File: config.mk
export PLATFORM = sky130hd
export DESIGN_NAME = tdpf_ram
export DESIGN_NICKNAME = d
export VERILOG_FILES = /design/src/tdpf_ram.sv
export SDC_FILE = /design/constraint.sdc
export NUM_CORES = 1
export LEC_CHECK = 0
export BUFFER_PORTS_ARGS = -buffer_cell sky130_fd_sc_hd__buf_2
export CORE_ASPECT_RATIO = 1.5
export CORE_UTILIZATION = 50
export DETAILED_ROUTE_END_ITERATION = 7
export PLACE_DENSITY = 0.67
export SLEW_MARGIN = 0
export SYNTH_ARGS = -nofsm -noshare
export SYNTH_HDL_FRONTEND = slang
export SYNTH_SLANG_ARGS = --single-unit
File: constraint.sdc
create_clock -name clock -period 3 [get_ports clock]
set_clock_uncertainty 0.15 [all_clocks]
set_input_delay 0.9 -clock clock [delete_from_list [all_inputs] [get_ports clock]]
set_output_delay 0.9 -clock clock [all_outputs]
set_load 0.05 [all_outputs]
File: src/tdpf_ram.sv
// Generic single-port-write, single-port-read RAM with a registered read.
`default_nettype none
module tdpf_ram #(
   parameter int WIDTH = 8,
   parameter int DEPTH = 16
) (
   input  wire logic                     clock,
   input  wire logic                     wr_en,
   input  wire logic [$clog2(DEPTH)-1:0] wr_addr,
   input  wire logic [WIDTH-1:0]         wr_data,
   input  wire logic                     rd_en,
   input  wire logic [$clog2(DEPTH)-1:0] rd_addr,
   output logic      [WIDTH-1:0]         rd_data
);

   logic [WIDTH-1:0] mem_ff [DEPTH];
   logic [WIDTH-1:0] rd_data_ff;

   always_ff @(posedge clock) begin
      if (wr_en) begin
         mem_ff[wr_addr] <= wr_data;
      end
      if (rd_en) begin
         rd_data_ff <= mem_ff[rd_addr];
      end
   end

   assign rd_data = rd_data_ff;

endmodule
`default_nettype wire

=== Yosys cells after proc, flatten, opt, wreduce, memory -nomap -nowiden ===
Memories as Yosys holds them, arrays and structs flattened. A register that Yosys moved wholly into a read port is not among the register bits.
Cells that the tools add are included.
W data, S select, Z words.

* Bits in registers: 0
* Output and inout bits: 8
* Memories: 1
* Logic and storage cells: 3
* Bits in read-only memories: 0
* Memory bits (writable): 128
* Input port bits: 19
* Bits in latches: 0

{| class="wikitable"
|+ Memory list
! memory !! words !! bits a word !! read ports !! clocked after memory_dff !! wr ports !! RTL line !! source
|-
| mem_ff || 16 || 8 || 1 || 1 || 1 || 16 || <nowiki>logic [WIDTH-1:0] mem_ff [DEPTH];</nowiki>
|}

* Shift operators: 0
* Eq/ne operators: 0
* Reduce and logical (&&, ||, !) cells: 0
* $add $sub $neg: 0
* Magnitude comparators: 0
* Bitwise operators: 0
* Div/mod/pow operators: 0
* Multipliers: 0
* Muxes and demuxes: 2

{| class="wikitable"
|+ Operator list
! operator !! count
|-
| $mux W1 || 2
|}

=== Depth between registers and ports, before layout ===
* Depth in word-level cells: 2
* Mapped depth: 5
* Mapped depth without buffers: 3

=== Worst setup path before layout ===
OpenSTA, ideal clock, no wires.

* Path kind: input -> register
* Start point: in wr_addr[2]
* End point: mem mem_ff[0][0], enable pin
* Arrival time: 2010 ps
* Path buffers: 0
* Data required time: 2467 ps
* Cell stages on the path: 2
* Setup slack: 457 ps
* Setup time: 383 ps
* Path through: or3b_2 > nor3_1

{| class="wikitable"
|+ RTL lines
! item !! RTL line !! source
|-
| start: declaration || 9 || <nowiki>input wire logic [$clog2(DEPTH)-1:0] wr_addr,</nowiki>
|-
| end: declaration || 16 ||
|}

No word-level cell before the write port.

==> flow_summary.ini <==
[sta]
fin_crit_ns = 2.150
fmax_ghz = 0.4652
fin_setup_tns_ns = 0
setup_violations = 0
maxSlewViolCount = 0
finalCritPeriodShare_pct = 71.66
timing.final.ws_setup_ns = 0.8502
relSlewSlack_pct = 73.65
tightest_slew_ns = 0.3952
rsz0062_at_grt = no
hold_violations = 0
whs_ns = 0.5917

[place]
place_ws_ns = 0.3980
io_buffers = 26
place_inst = 383
hpwl_um = 6210
gp_congestion = 0.7461

[synthesis]
synth_top_area_cell = edfxtp_1
synth_nets = 248
synth_seq_cells = 136
postSynthAreaPerCell_um2 = 22.83
synth_area_leaders = edfxtp_1 78%, mux4_2 7.8%, mux4_1 7.0%
synthCells = 229
synth.distinct_cells = 18
netlist_area_mm2 = 0.005228
yosysWarnings = 0
netlist.area_leader.share_pct = 78.12
ys_seq_area_share_pct = 78.12

[detailed_routing]
drt-pass1-iter-count = 5
ant_nets = 0
viasPerCell = 6.019
routedWlPerCell_um = 23.76
drc = 0
drt_iter0_markers = 200
num_vias = 2486
drt_wl_total_um = 9813

[clocking]
htree_levels = 4
clock-sinks = 136
postCtsSetupBuffers = 0
post_cts_resized = 0
clk_pin_slew_worst_paths_ns = 0.05
insertion_delay_ns = 0.41
cts-hold-fix-buffers = 0
cts_tree = built
cts-root-buf = clkbuf_16
cts_buffer_depth = 2
cts_made_buffers = 17

[floorplan]
core_area_mm2 = 0.01013
ios = 27
die_h_um = 127.2
start_util_pct = 51.58
dieArea_mm2 = 0.01088
rows = 45
fp.dieW_um = 85.49

[power]
p_int_mw = 3.344
p_sw_uw = 829.4
vdd_drop_max_mv = 0.4588
power.leakage_nw = 2.077
seq_power_share_pct = 51.6
p_sw_share_pct = 19.87
power_frac_clock_pct = 43.0
total_power_mw = 4.174
p_comb_share_pct = 5.4
power_density_mw_per_mm2 = 683.7

[setup_path]
cpMaxStageDelayCell = mux4_1
crit_fanout = 32
cp_num_buf_inv = 2
cp_top_family = multiplexers
crit_arrival_ns = 2.16
reg2reg_slack_ns = 1.44
crit_type = primary input to flop
r2r_cells = 3
cpPeakStageDelay_ns = 0.60
critPathLaunchType = primary input
timing.rr.start = mem_ff[9][2]
crit_path_end_kind = flop
cp_cell_sequence = buf_2 -> buf_12 -> mux4_1 -> a22oi_1 -> nand2_1
r2r_end = rd_data[2]
cp.required_ns = 3.01

[cells_and_area]
final_cell_mix = 136 x edfxtp_1, 26 x buf_2, 19 x buf_4, 18 x mux4_2, 17 x clkbuf_16
final_common_cell = edfxtp_1
drive_above_1_share_pct = 29.39
n_fill_cell = 716
multi_input_area_mm2 = 0.001057
finalNonFillerCells = 413
final_nets = 304
seqCellArea_mm2 = 0.004084
diodes = 0
area_growth_pct = 16.78

[hold_path]
hp-class = flop to flop
hp-start = mem_ff[5][0]
hold_depth = 3
hold_end = rd_data[0]

[grt]
grt_max_degree = 33
track_usage_pct = 20.34
antenna_found_initial = 0
grt_pass1_wl_um = 15020
first_global_vias = 2566
overflow = 0

[flow_run]
cap_violations = 0

[status]
run_status = completed
==> worst max-delay path by stage <==
stage | end | slack, ns | from | depth (start not counted)
4_1_cts | rd_data[2] | 0.84 | rd_addr[0] | 5
3_3_place_gp | rd_data[1] | 0.41 | rd_addr[0] | 5
5_1_grt | rd_data[5] | 0.76 | rd_addr[0] | 5
2_1_floorplan | mem_ff[0][0] | 0.46 | wr_addr[2] | 2
3_5_place_dp | rd_data[2] | 0.40 | rd_addr[0] | 5
6_report | rd_data[5] | 0.85 | rd_addr[0] | 5
==> cells in the mapped netlist <==
cell             number
edfxtp_1            136
mux4_2               18
a22oi_1              16
mux4_1               14
nor2_1               13
nand2_1               9
nor3_1                4
buf_2                 3
buf_6                 3
clkdlybuf4s25_2       3
nand2b_1              2
nand3b_1              2
and2_1                1
and2b_1               1
buf_4                 1
nand3_1               1
nor2b_1               1
or3b_2                1
==> kinds of logic after synthesis <==
group,synth area share (%)
flops,78.12
simple gates,3.136
buf+inv,1.651
compound gates,2.298
mux,14.79
==> layer usage <==
layer / GRT usage, % / up-vias / share of wire (%)
met5: 0 / - / 0
met4: 9.804 / 0 / 2.2
met3: 4.910 / 14 / 5.4
met2: 33.93 / 97 / 53
met1: 25.02 / 1285 / 40
li1: - / 1090 / -
==> power by group through the flow <==
stage,Combinational [mW],Clock (mW),Sequential [mW]
after floorplan,0.108,0,2.22
after global placement,0.224,0,2.19
after detailed placement,0.228,0,2.19
after CTS,0.229,1.82,2.15
after global routing,0.243,1.89,2.16
final,0.225,1.80,2.15
==> flip-flops by register name (all words and copies together) (netlist names) <==
name	cells
mem_ff	128
rd_data	8
==> layout make-up <==
type                    count  share of cell area, %
clock inverters             6                 0.8608
multi-input cells          83                  17.32
well taps                 117                  2.398
clock buffers              24                  7.399
flip-flops and latches    136                  66.90
repair buffers             47                  5.124
==> metrics by stage <==
step | utilization [%] | cell area [um2]
after global placement | 55.26 | 5600
after detailed placement | 55.26 | 5600
final | 60.23 | 6105
after floorplan | - | 5228
after CTS | 60.23 | 6105
after global routing | 60.23 | 6105
==> worst min-delay path, cell delays in order, from the launching register on <==
cell      delay (ns)
edfxtp_1        0.30
mux4_1          0.21
a22oi_1         0.06
nand2_1         0.06
(Power assumes the default switching activity.)
